<file path="src/design/dstq_pkg.sv">
// ----------------------------------------------------------------------------
// dstq_pkg: shared types and constants of the deadline sorted timer queue
// Opcodes, result codes, controller states and the command and status
// bundles that pass between the controller and the datapath.
// ----------------------------------------------------------------------------
`default_nettype none

package dstq_pkg;

   // Field widths of the request and result items
   localparam int OP_W      = 2;
   localparam int TAG_W     = 16;
   localparam int TIMEOUT_W = 32;
   localparam int HANDLE_W  = 4;
   localparam int CODE_W    = 3;
   localparam int SLOT_W    = 4;

   // Request and result bus widths
   localparam int REQ_DATA_W = 56;
   localparam int RSP_DATA_W = 24;

   // Most expirations reported for one tick
   localparam int MAX_RESULTS = 16;
   localparam int COUNT_W     = $clog2(MAX_RESULTS);

   // Request opcodes
   localparam logic [OP_W-1:0] OP_TICK   = 2'd0;
   localparam logic [OP_W-1:0] OP_ADD    = 2'd1;
   localparam logic [OP_W-1:0] OP_DELETE = 2'd2;

   typedef enum logic [CODE_W-1:0] {
      RSP_ADDED        = 3'd0,
      RSP_FULL         = 3'd1,
      RSP_ZERO_TIMEOUT = 3'd2,
      RSP_DELETED      = 3'd3,
      RSP_NOT_FOUND    = 3'd4,
      RSP_EXPIRED      = 3'd5,
      RSP_NOTHING_DUE  = 3'd6
   } rsp_code_type;

   typedef enum logic [1:0] {
      S_IDLE,
      S_ADD,
      S_DELETE,
      S_EXPIRE
   } fsm_state_type;

   // Change applied to the sorted cell chain
   typedef enum logic [1:0] {
      ACT_NONE,
      ACT_INSERT,
      ACT_REMOVE,
      ACT_POP
   } chain_act_type;

   // Source of the slot and tag fields of a result
   typedef enum logic [1:0] {
      SEL_ZERO,
      SEL_FREE,
      SEL_HANDLE,
      SEL_HEAD
   } rsp_sel_type;

   typedef struct packed {
      logic          load;
      logic          tick;
      chain_act_type act;
      logic          emit;
      rsp_code_type  code;
      rsp_sel_type   sel;
      logic          last;
   } dstq_cmd_type;

   typedef struct packed {
      logic out_free;
      logic zero_timeout;
      logic full;
      logic found;
      logic head_due;
      logic next_due;
   } dp_status_type;

endpackage

`default_nettype wire

</file>
<file path="src/design/dstq_ctrl.sv">
// ----------------------------------------------------------------------------
// dstq_ctrl: sequencing controller of the timer queue
// Takes one request at a time, decides the outcome from datapath status and
// issues one chain update and one result per cycle while the output is free.
// ----------------------------------------------------------------------------
`default_nettype none

module dstq_ctrl
   import dstq_pkg::*;
(
   input  wire logic          clock,
   input  wire logic          reset,
   input  wire logic          req_tvalid,
   output logic               req_tready,
   input  wire logic [OP_W-1:0] req_op,
   input  wire dp_status_type status,
   output dstq_cmd_type       cmd
);

   fsm_state_type        state_ff;
   fsm_state_type        state_in;
   logic [COUNT_W-1:0]   count_ff;
   logic [COUNT_W-1:0]   count_in;
   logic                 expire_last;

   // Stop after this expiration when the next head is not due or the cap is hit
   assign expire_last = !(status.next_due && (count_ff != COUNT_W'(MAX_RESULTS - 1)));

   always_ff @(posedge clock) begin
      if (reset) begin
         state_ff <= S_IDLE;
         count_ff <= '0;
      end else begin
         state_ff <= state_in;
         count_ff <= count_in;
      end
   end

   always_comb begin
      state_in = state_ff;
      unique case (state_ff)
         S_IDLE: begin
            if (req_tvalid) begin
               unique case (req_op)
                  OP_TICK:   state_in = S_EXPIRE;
                  OP_ADD:    state_in = S_ADD;
                  OP_DELETE: state_in = S_DELETE;
                  default:   state_in = S_IDLE;
               endcase
            end
         end
         S_ADD, S_DELETE: begin
            if (status.out_free) state_in = S_IDLE;
         end
         S_EXPIRE: begin
            if (status.out_free && (!status.head_due || expire_last)) state_in = S_IDLE;
         end
         default: state_in = S_IDLE;
      endcase
   end

   always_comb begin
      count_in = count_ff;
      if (state_ff == S_IDLE) begin
         count_in = '0;
      end else if (state_ff == S_EXPIRE && status.out_free && status.head_due) begin
         count_in = count_ff + COUNT_W'(1);
      end
   end

   always_comb begin
      req_tready = 1'b0;
      cmd        = '0;
      unique case (state_ff)
         S_IDLE: begin
            req_tready = 1'b1;
            cmd.load   = req_tvalid;
            cmd.tick   = req_tvalid && (req_op == OP_TICK);
         end
         S_ADD: begin
            if (status.out_free) begin
               cmd.emit = 1'b1;
               cmd.last = 1'b1;
               if (status.zero_timeout) begin
                  cmd.code = RSP_ZERO_TIMEOUT;
               end else if (status.full) begin
                  cmd.code = RSP_FULL;
               end else begin
                  cmd.act  = ACT_INSERT;
                  cmd.code = RSP_ADDED;
                  cmd.sel  = SEL_FREE;
               end
            end
         end
         S_DELETE: begin
            if (status.out_free) begin
               cmd.emit = 1'b1;
               cmd.last = 1'b1;
               cmd.sel  = SEL_HANDLE;
               if (status.found) begin
                  cmd.act  = ACT_REMOVE;
                  cmd.code = RSP_DELETED;
               end else begin
                  cmd.code = RSP_NOT_FOUND;
               end
            end
         end
         S_EXPIRE: begin
            if (status.out_free) begin
               cmd.emit = 1'b1;
               if (status.head_due) begin
                  cmd.act  = ACT_POP;
                  cmd.code = RSP_EXPIRED;
                  cmd.sel  = SEL_HEAD;
                  cmd.last = expire_last;
               end else begin
                  cmd.code = RSP_NOTHING_DUE;
                  cmd.last = 1'b1;
               end
            end
         end
         default: begin
            req_tready = 1'b0;
         end
      endcase
   end

endmodule

`default_nettype wire

</file>
<file path="src/design/dstq_datapath.sv">
// ----------------------------------------------------------------------------
// dstq_datapath: sorted cell chain, slot map, tick counter and result register
// Each cell compares its deadline with the new one, so an insert, a removal
// or a pop of the head updates every cell of the chain at once.
// ----------------------------------------------------------------------------
`default_nettype none

module dstq_datapath
   import dstq_pkg::*;
#(
   parameter int NUM_TIMERS = 16
)
(
   input  wire logic                 clock,
   input  wire logic                 reset,
   input  wire dstq_cmd_type         cmd,
   output dp_status_type             status,
   input  wire logic [TAG_W-1:0]     req_tag,
   input  wire logic [TIMEOUT_W-1:0] req_timeout,
   input  wire logic [HANDLE_W-1:0]  req_handle,
   output logic                      rsp_valid,
   input  wire logic                 rsp_ready,
   output rsp_code_type              rsp_code,
   output logic [SLOT_W-1:0]         rsp_slot,
   output logic [TAG_W-1:0]          rsp_tag,
   output logic                      rsp_last
);

   localparam int SW = $clog2(NUM_TIMERS);
   localparam int CW = (SW > SLOT_W) ? SW : SLOT_W;

   // Request held for the work cycle
   logic [TIMEOUT_W-1:0] tick_ff;
   logic [TIMEOUT_W-1:0] deadline_ff;
   logic [TAG_W-1:0]     tag_ff;
   logic [HANDLE_W-1:0]  handle_ff;
   logic                 zero_ff;

   // Cell chain, earliest deadline in cell 0
   logic                 valid_ff [NUM_TIMERS];
   logic                 valid_in [NUM_TIMERS];
   logic [TIMEOUT_W-1:0] dl_ff    [NUM_TIMERS];
   logic [TIMEOUT_W-1:0] dl_in    [NUM_TIMERS];
   logic [TAG_W-1:0]     ctag_ff  [NUM_TIMERS];
   logic [TAG_W-1:0]     ctag_in  [NUM_TIMERS];
   logic [SW-1:0]        cslot_ff [NUM_TIMERS];
   logic [SW-1:0]        cslot_in [NUM_TIMERS];

   // Neighbor views of each cell
   logic                 prev_ahead [NUM_TIMERS];
   logic                 prev_valid [NUM_TIMERS];
   logic [TIMEOUT_W-1:0] prev_dl    [NUM_TIMERS];
   logic [TAG_W-1:0]     prev_tag   [NUM_TIMERS];
   logic [SW-1:0]        prev_slot  [NUM_TIMERS];
   logic                 next_valid [NUM_TIMERS];
   logic [TIMEOUT_W-1:0] next_dl    [NUM_TIMERS];
   logic [TAG_W-1:0]     next_tag   [NUM_TIMERS];
   logic [SW-1:0]        next_slot  [NUM_TIMERS];

   logic [NUM_TIMERS-1:0] ahead;
   logic [NUM_TIMERS-1:0] match;
   logic [NUM_TIMERS-1:0] shift_mask;
   logic [NUM_TIMERS-1:0] busy_ff;
   logic [NUM_TIMERS-1:0] busy_in;
   logic [SW-1:0]         free_slot;
   logic [SW-1:0]         clear_slot;
   logic [CW-1:0]         handle_ext;
   logic [CW-1:0]         free_ext;
   logic [CW-1:0]         head_ext;

   logic                  rsp_valid_ff;
   rsp_code_type          rsp_code_ff;
   logic [SLOT_W-1:0]     rsp_slot_ff;
   logic [TAG_W-1:0]      rsp_tag_ff;
   logic                  rsp_last_ff;

   assign handle_ext = CW'(handle_ff);
   assign free_ext   = CW'(free_slot);
   assign head_ext   = CW'(cslot_ff[0]);

   always_ff @(posedge clock) begin
      if (reset) begin
         tick_ff <= '0;
      end else if (cmd.tick) begin
         tick_ff <= tick_ff + TIMEOUT_W'(1);
      end
   end

   always_ff @(posedge clock) begin
      if (cmd.load) begin
         deadline_ff <= tick_ff + req_timeout;
         tag_ff      <= req_tag;
         handle_ff   <= req_handle;
         zero_ff     <= (req_timeout == '0);
      end
   end

   genvar g;
   generate
      for (g = 0; g < NUM_TIMERS; g++) begin : gen_cell
         assign ahead[g] = valid_ff[g] && (dl_ff[g] < deadline_ff);
         assign match[g] = valid_ff[g] && (CW'(cslot_ff[g]) == handle_ext);
         // Cell g shifts left on a pop, or on removal when the match is at or below it
         assign shift_mask[g] = (cmd.act == ACT_POP) || (|match[g:0]);
         if (g == 0) begin : gen_first
            assign prev_ahead[g] = 1'b1;
            assign prev_valid[g] = 1'b1;
            assign prev_dl[g]    = deadline_ff;
            assign prev_tag[g]   = tag_ff;
            assign prev_slot[g]  = free_slot;
         end else begin : gen_inner
            assign prev_ahead[g] = ahead[g-1];
            assign prev_valid[g] = valid_ff[g-1];
            assign prev_dl[g]    = dl_ff[g-1];
            assign prev_tag[g]   = ctag_ff[g-1];
            assign prev_slot[g]  = cslot_ff[g-1];
         end
         if (g == NUM_TIMERS - 1) begin : gen_last
            assign next_valid[g] = 1'b0;
            assign next_dl[g]    = dl_ff[g];
            assign next_tag[g]   = ctag_ff[g];
            assign next_slot[g]  = cslot_ff[g];
         end else begin : gen_upper
            assign next_valid[g] = valid_ff[g+1];
            assign next_dl[g]    = dl_ff[g+1];
            assign next_tag[g]   = ctag_ff[g+1];
            assign next_slot[g]  = cslot_ff[g+1];
         end
      end
   endgenerate

   always_comb begin
      for (int i = 0; i < NUM_TIMERS; i++) begin
         valid_in[i] = valid_ff[i];
         dl_in[i]    = dl_ff[i];
         ctag_in[i]  = ctag_ff[i];
         cslot_in[i] = cslot_ff[i];
         case (cmd.act)
            ACT_INSERT: begin
               // Cells behind the insert point move back by one
               if (!ahead[i]) begin
                  valid_in[i] = valid_ff[i] || prev_valid[i];
                  if (prev_ahead[i]) begin
                     dl_in[i]    = deadline_ff;
                     ctag_in[i]  = tag_ff;
                     cslot_in[i] = free_slot;
                  end else begin
                     dl_in[i]    = prev_dl[i];
                     ctag_in[i]  = prev_tag[i];
                     cslot_in[i] = prev_slot[i];
                  end
               end
            end
            ACT_REMOVE, ACT_POP: begin
               if (shift_mask[i]) begin
                  valid_in[i] = next_valid[i];
                  dl_in[i]    = next_dl[i];
                  ctag_in[i]  = next_tag[i];
                  cslot_in[i] = next_slot[i];
               end
            end
            default: begin
            end
         endcase
      end
   end

   always_ff @(posedge clock) begin
      if (reset) begin
         for (int i = 0; i < NUM_TIMERS; i++) valid_ff[i] <= 1'b0;
      end else begin
         for (int i = 0; i < NUM_TIMERS; i++) valid_ff[i] <= valid_in[i];
      end
   end

   always_ff @(posedge clock) begin
      for (int i = 0; i < NUM_TIMERS; i++) begin
         dl_ff[i]    <= dl_in[i];
         ctag_ff[i]  <= ctag_in[i];
         cslot_ff[i] <= cslot_in[i];
      end
   end

   // Lowest free slot
   always_comb begin
      free_slot = '0;
      for (int i = NUM_TIMERS - 1; i >= 0; i--) begin
         if (!busy_ff[i]) free_slot = SW'(i);
      end
   end

   assign clear_slot = (cmd.act == ACT_POP) ? cslot_ff[0] : handle_ext[SW-1:0];

   always_comb begin
      busy_in = busy_ff;
      for (int i = 0; i < NUM_TIMERS; i++) begin
         case (cmd.act)
            ACT_INSERT: if (free_slot == SW'(i)) busy_in[i] = 1'b1;
            ACT_REMOVE, ACT_POP: if (clear_slot == SW'(i)) busy_in[i] = 1'b0;
            default: begin
            end
         endcase
      end
   end

   always_ff @(posedge clock) begin
      if (reset) begin
         busy_ff <= '0;
      end else begin
         busy_ff <= busy_in;
      end
   end

   assign status.out_free     = !rsp_valid_ff || rsp_ready;
   assign status.zero_timeout = zero_ff;
   assign status.full         = &busy_ff;
   assign status.found        = |match;
   assign status.head_due     = valid_ff[0] && (dl_ff[0] <= tick_ff);
   assign status.next_due     = valid_ff[1] && (dl_ff[1] <= tick_ff);

   always_ff @(posedge clock) begin
      if (reset) begin
         rsp_valid_ff <= 1'b0;
      end else if (cmd.emit) begin
         rsp_valid_ff <= 1'b1;
      end else if (rsp_ready) begin
         rsp_valid_ff <= 1'b0;
      end
   end

   always_ff @(posedge clock) begin
      if (cmd.emit) begin
         rsp_code_ff <= cmd.code;
         rsp_last_ff <= cmd.last;
         case (cmd.sel)
            SEL_FREE: begin
               rsp_slot_ff <= free_ext[SLOT_W-1:0];
               rsp_tag_ff  <= tag_ff;
            end
            SEL_HANDLE: begin
               rsp_slot_ff <= handle_ff;
               rsp_tag_ff  <= '0;
            end
            SEL_HEAD: begin
               rsp_slot_ff <= head_ext[SLOT_W-1:0];
               rsp_tag_ff  <= ctag_ff[0];
            end
            default: begin
               rsp_slot_ff <= '0;
               rsp_tag_ff  <= '0;
            end
         endcase
      end
   end

   assign rsp_valid = rsp_valid_ff;
   assign rsp_code  = rsp_code_ff;
   assign rsp_slot  = rsp_slot_ff;
   assign rsp_tag   = rsp_tag_ff;
   assign rsp_last  = rsp_last_ff;

endmodule

`default_nettype wire

</file>
<file path="src/design/deadline_sorted_timer_queue.sv">
// ----------------------------------------------------------------------------
// deadline_sorted_timer_queue: one-shot timer queue sorted by deadline
// Holds up to NUM_TIMERS timers in a chain of cells ordered by absolute
// deadline and advances a 32-bit tick count on every tick request.
// ----------------------------------------------------------------------------
// The queue takes one request at a time on the req_ stream and answers on the
// rsp_ stream. An add or a delete transfers its request; then, once the output
// register is free, every cell of the sorted chain updates at once and the single
// result is written to the output register. A tick answers with one result per
// timer that expires (at most 16): the count advances as the request transfers,
// then the head cell is checked and popped once per cycle while the output
// register is free, one result per pop, with tlast on the final one. A tick with
// nothing due answers once with the nothing-due code. The result register lets
// the next request transfer while the last result still waits; backpressure on
// rsp_ holds back any further result until the register is free. Adds take the
// lowest free slot, go ahead of timers with an equal deadline, and deadlines wrap
// modulo 2^32. Opcode 3 transfers and is dropped without a result. No clearing
// pass follows reset: cell and slot valid bits clear at once.
// ----------------------------------------------------------------------------
`default_nettype none

module deadline_sorted_timer_queue
   import dstq_pkg::*;
#(
   parameter int NUM_TIMERS = 16
)
(
   input  wire logic                  clock,
   input  wire logic                  reset,
   // Request stream
   input  wire logic                  req_tvalid,
   output logic                       req_tready,
   // op [1:0], tag [17:2], timeout [49:18], handle [53:50], zero [55:54]
   input  wire logic [REQ_DATA_W-1:0] req_tdata,
   // Result stream
   output logic                       rsp_tvalid,
   input  wire logic                  rsp_tready,
   // status [2:0], slot [6:3], expired_tag [22:7], zero [23]
   output logic [RSP_DATA_W-1:0]      rsp_tdata,
   output logic                       rsp_tlast
);

   logic [OP_W-1:0]      req_op;
   logic [TAG_W-1:0]     req_tag;
   logic [TIMEOUT_W-1:0] req_timeout;
   logic [HANDLE_W-1:0]  req_handle;

   dstq_cmd_type         cmd;
   dp_status_type        status;

   rsp_code_type         rsp_code;
   logic [SLOT_W-1:0]    rsp_slot;
   logic [TAG_W-1:0]     rsp_tag;

   // Unpack the request fields, lowest field first
   assign req_op      = req_tdata[1:0];
   assign req_tag     = req_tdata[17:2];
   assign req_timeout = req_tdata[49:18];
   assign req_handle  = req_tdata[53:50];

   // Sequence one request at a time and drive the datapath
   dstq_ctrl u_ctrl (
      .clock      (clock),
      .reset      (reset),
      .req_tvalid (req_tvalid),
      .req_tready (req_tready),
      .req_op     (req_op),
      .status     (status),
      .cmd        (cmd)
   );

   // Sorted cells, slot map, tick count and result register
   dstq_datapath #(
      .NUM_TIMERS (NUM_TIMERS)
   ) u_datapath (
      .clock       (clock),
      .reset       (reset),
      .cmd         (cmd),
      .status      (status),
      .req_tag     (req_tag),
      .req_timeout (req_timeout),
      .req_handle  (req_handle),
      .rsp_valid   (rsp_tvalid),
      .rsp_ready   (rsp_tready),
      .rsp_code    (rsp_code),
      .rsp_slot    (rsp_slot),
      .rsp_tag     (rsp_tag),
      .rsp_last    (rsp_tlast)
   );

   // Pack the result fields, lowest field first, pad to whole bytes
   assign rsp_tdata = {1'b0, rsp_tag, rsp_slot, rsp_code};

`ifndef SYNTHESIS
   // Never overwrite a result that is still waiting for its transfer
   assert_emit_free: assert property (@(posedge clock) disable iff (reset)
      cmd.emit |-> status.out_free)
      else $error("result written while output register still held a result");

   // Insert only when a slot is free and the timeout is nonzero
   assert_insert_ok: assert property (@(posedge clock) disable iff (reset)
      (cmd.act == ACT_INSERT) |-> (!status.full && !status.zero_timeout))
      else $error("insert issued on a full queue or a zero timeout");

   // A request that owes a result blocks the next one in the cycle after it
   assert_busy_after_req: assert property (@(posedge clock) disable iff (reset)
      (req_tvalid && req_tready &&
       (req_op == OP_TICK || req_op == OP_ADD || req_op == OP_DELETE))
      |=> !req_tready)
      else $error("request accepted while previous one still owes a result");
`endif

endmodule

`default_nettype wire

</file>
<file path="config.mk">
export PLATFORM = sky130hd
export DESIGN_NAME = deadline_sorted_timer_queue
export DESIGN_NICKNAME = d
export VERILOG_FILES = /design/src/design/dstq_pkg.sv /design/src/design/dstq_ctrl.sv /design/src/design/dstq_datapath.sv /design/src/design/deadline_sorted_timer_queue.sv
export SDC_FILE = /design/constraint.sdc
export NUM_CORES = 2
export LEC_CHECK = 0
export BUFFER_PORTS_ARGS = -buffer_cell sky130_fd_sc_hd__buf_4
export CORE_ASPECT_RATIO = 0.5
export CORE_UTILIZATION = 53
export CTS_CLUSTER_SIZE = 12
export DETAILED_ROUTE_END_ITERATION = 12
export HOLD_SLACK_MARGIN = 0.02
export PLACE_DENSITY = 0.74
export RECOVER_POWER = 25
export SLEW_MARGIN = 30
export SYNTH_ARGS = -nofsm -noshare
export SYNTH_HDL_FRONTEND = slang
export SYNTH_SLANG_ARGS = --single-unit
</file>
<file path="constraint.sdc">
create_clock -name clock -period 6.77 [get_ports clock]
set_input_delay 1.354 -clock clock [delete_from_list [all_inputs] [get_ports clock]]
set_output_delay 1.354 -clock clock [all_outputs]
set_load 0.05 [all_outputs]
</file>
==> flow_metrics.py <==
metrics = {
    "outcome": {
        "status": "finished with violations",
        "violations": "capacitance limit, slew limit",
    },
    "synthesis": {
        "synth_area_per_cell_sq_um": 10.0,
        "ys.flop_type": "edfxtp_1",
        "ys_seq_area_share_pct": 46.1,
        "yosysMostFrequentCell": "nand2_1",
        "synth_cells": 6219,
        "synth_top_area_share_pct": 43.8,
        "synth_cell_types": 88,
        "yosys_warnings": 0,
        "synthTopCellsByCount": "926 x nand2_1, 909 x edfxtp_1, 852 x o21ai_0, 598 x ha_1, 502 x mux2i_1",
        "syn_nets": 6878,
        "synth-async-reset-ratio_pct": 0,
        "synth-edff-count": 909,
        "ys_ff_latch": 980,
        "synth.area.top_cells": "edfxtp_1 44%, ha_1 12%, mux2i_1 8.1%, o21ai_0 6.8%, nand2_1 5.6%",
        "synth_area_sq_mm": 0.0623,
        "yosys.area.top_type": "edfxtp_1",
    },
    "global_route": {
        "overflow": 0,
        "grt_pass1_wl_um": 260000,
        "grtUsageTotal_pct": 27.0,
        "antenna_found_initial": 3,
        "grt_max_degree": 296,
        "grt_pass1_vias": 48600,
    },
    "power": {
        "clkPwrFrac_pct": 39.7,
        "p_seq_share_pct": 52.7,
        "power.share.switching_pct": 24.5,
        "power_leakage_uw": 0.0252,
        "switchingPower_uw": 3150,
        "p_int_uw": 9710,
        "vdd_drop_max_mv": 0.208,
        "pwr-share-comb_pct": 7.6,
        "p_per_area_mw_per_mm2": 191,
    },
    "floorplan": {
        "initial_core_util_pct": 53.7,
        "die_h_um": 244,
        "rows": 88,
        "fp.dieArea_sq_mm": 0.119,
        "dieWidth_um": 487,
        "num_io_pins": 87,
        "core_sq_mm": 0.116,
    },
    "clocking": {
        "clk-insertion-delay-late_ps": 740,
        "hold_buffers": 0,
        "cts_tree": "yes",
        "htreeDepth": 3,
        "cts_resized": 0,
        "postCtsSetupRepairBufs": 0,
        "clk_path_buf_depth": 3,
        "root_buffer": "clkbuf_16",
        "cts_sinks": 980,
        "clk_pin_slew_worst_paths_ps": 60,
        "cts_made_buffers": 96,
    },
    "drt": {
        "wl_per_cell_um": 21.1,
        "first_iter_violations": 4496,
        "antenna_left": 0,
        "dr.pass1.iters": 8,
        "routed-via-count": 48600,
        "viasPerCell": 6.27,
        "wirelength_um": 164000,
        "drcViolationCount": 0,
    },
    "sta": {
        "final.setup_skew_ps": 29.8,
        "tns_ps": 0,
        "fmax_mhz": 163,
        "final_max_slew_viol_count": 192,
        "holdWs_ps": 502,
        "rsz0062_at_grt": "false",
        "min_period_ps": 6140,
        "tightest_slew_ps": 1930,
        "slew_headroom_pct": -28.9,
        "post-route-period-util_pct": 90.7,
        "hold_viol": 0,
        "setup_viol_count_final": 0,
    },
    "critical_path": {
        "worstPathCellList": "clkbuf_1 > xnor2_1 > nand3_1 > nor3_1 > a31oi_1 > nand4b_1 > o31a_1 > or4_1 > clkbuf_1 > nor2_4 > clkbuf_1",
        "critPathKind": "flip-flop to flip-flop",
        "crit_top_cell": "clkbuf_1",
        "max_stage_delay_ps": 1190,
        "crit_fanout": 23,
        "path_buf_inv": 3,
        "end_kind": "flip-flop",
        "worstPathRequired_ps": 7090,
        "cp_slowest_cell": "clkbuf_1",
        "critPathLaunchType": "flip-flop",
        "arrival_ps": 6460,
        "critPathTopFamily": "buffers and inverters",
    },
    "finish": {
        "antennaDiodeCount": 0,
        "nets": 6779,
        "finalInstanceArea_sq_mm": 0.0672,
        "layout-drive-gt1-share_pct": 6.27,
        "syn_to_final_growth_pct": 7.86,
    },
    "min_path": {
        "hp-class": "flip-flop to flip-flop",
    },
    "place": {
        "placed_cell_area_sq_mm": 0.0645,
        "dp_hpwl_um": 118000,
        "finalWeightedCongestion": 0.924,
        "io_buffer_count": 83,
    },
    "job": {
        "drv_cap": 7,
    },
}
kinds of logic after synthesis:
family                   synth area share [%]
AO/OA/AOI/OAI                            15.6
XOR/XNOR                                 1.72
adder cells (fa/ha/maj)                  12.0
buffers and inverters                    3.39
flip-flops                               46.1
multiplexers                             9.04
other                                 0.00602
AND/OR/NAND/NOR                          12.1
power by group through the flow:
stage	registers, uW	clock network, uW	logic [uW]
global route	6780	5400	1070
detailed placement	6900	0	959
finish	6770	5110	975
CTS	6770	5170	968
global placement	6900	0	909
floorplan	6820	0	660
registers in the layout, summed over array words and instances (netlist names), 3 cells and up:
| register | cells |
|---|---|
| u_datapath.handle_ext | 4 |
| u_datapath.tag_ff | 16 |
| u_datapath.tick_ff | 32 |
| u_datapath.rsp_slot | 4 |
| u_datapath.dl_ff | 512 |
| u_datapath.rsp_code | 3 |
| u_datapath.busy_ff | 16 |
| u_datapath.rsp_tag | 16 |
| u_datapath.ctag_ff | 256 |
| u_datapath.cslot_ff | 64 |
| u_datapath.valid_ff | 16 |
| u_datapath.deadline_ff | 32 |
| u_ctrl.count_ff | 4 |
placed cells by master, fill, tap and decap left out, types with 39 or more instances in the layout:
master	n
inv_1	80
nand2_1	924
nor2b_1	41
clkinv_1	39
buf_4	129
a21oi_1	434
dfxtp_1	71
xor2_1	51
nand3_1	51
ha_1	598
a21o_1	144
nand4_1	101
nor2_1	393
clkbuf_16	96
mux2_2	52
o21ai_0	851
xnor2_1	71
mux2i_1	502
nand2b_1	40
nor3_1	69
edfxtp_1	909
clkbuf_1	73
stage by stage:
stage	instances	setup WS (ps)	power (uW)	util (%)
6_report	7759	631	12900	57.9
5_1_grt	7759	361	13300	57.9
4_1_cts	7756	903	12900	58.1
3_5_place_dp	7594	959	7860	55.7
3_3_place_gp	7594	788	7810	55.7
2_1_floorplan	6219	721	7480	-
layer usage:
metal	GRT usage, %	part of all wire (%)	vias up
met5	0	0.0079	-
met4	8.11	2.6	2
met3	4.26	6.4	270
met2	44.2	47	1579
met1	36.9	44	24100
li1	-	-	22700
tightest hold or removal path, cell delays in order, from the launching register on:
cell     delay, ps
dfxtp_1        340
nand2_1         70
o21ai_1         50
final cells by class:
type | instances | area [sq um]
inverter | 111 | 417
clock buffer | 143 | 2660
tap | 1575 | 1970
timing repair buffer | 204 | 1580
multi-input combinational | 4727 | 31700
sequential | 980 | 28700
fill | 9600 | 48800
clock inverter | 19 | 134
final timing paths:
kind                                          startpoint                   endpoint  slack, ps  depth (start not counted)
worst max-delay path            u_datapath.handle_ext[0]  u_datapath.ctag_ff[3][55]        630                         11
worst min-delay path               u_datapath.busy_ff[9]      u_datapath.busy_ff[9]        500                          2
worst max register to register  u_datapath.handle_ext[0]  u_datapath.ctag_ff[3][55]        630                         11
worst min register to register     u_datapath.busy_ff[9]      u_datapath.busy_ff[9]        500                          2
Note: power is estimated with default switching activity, not from simulation.
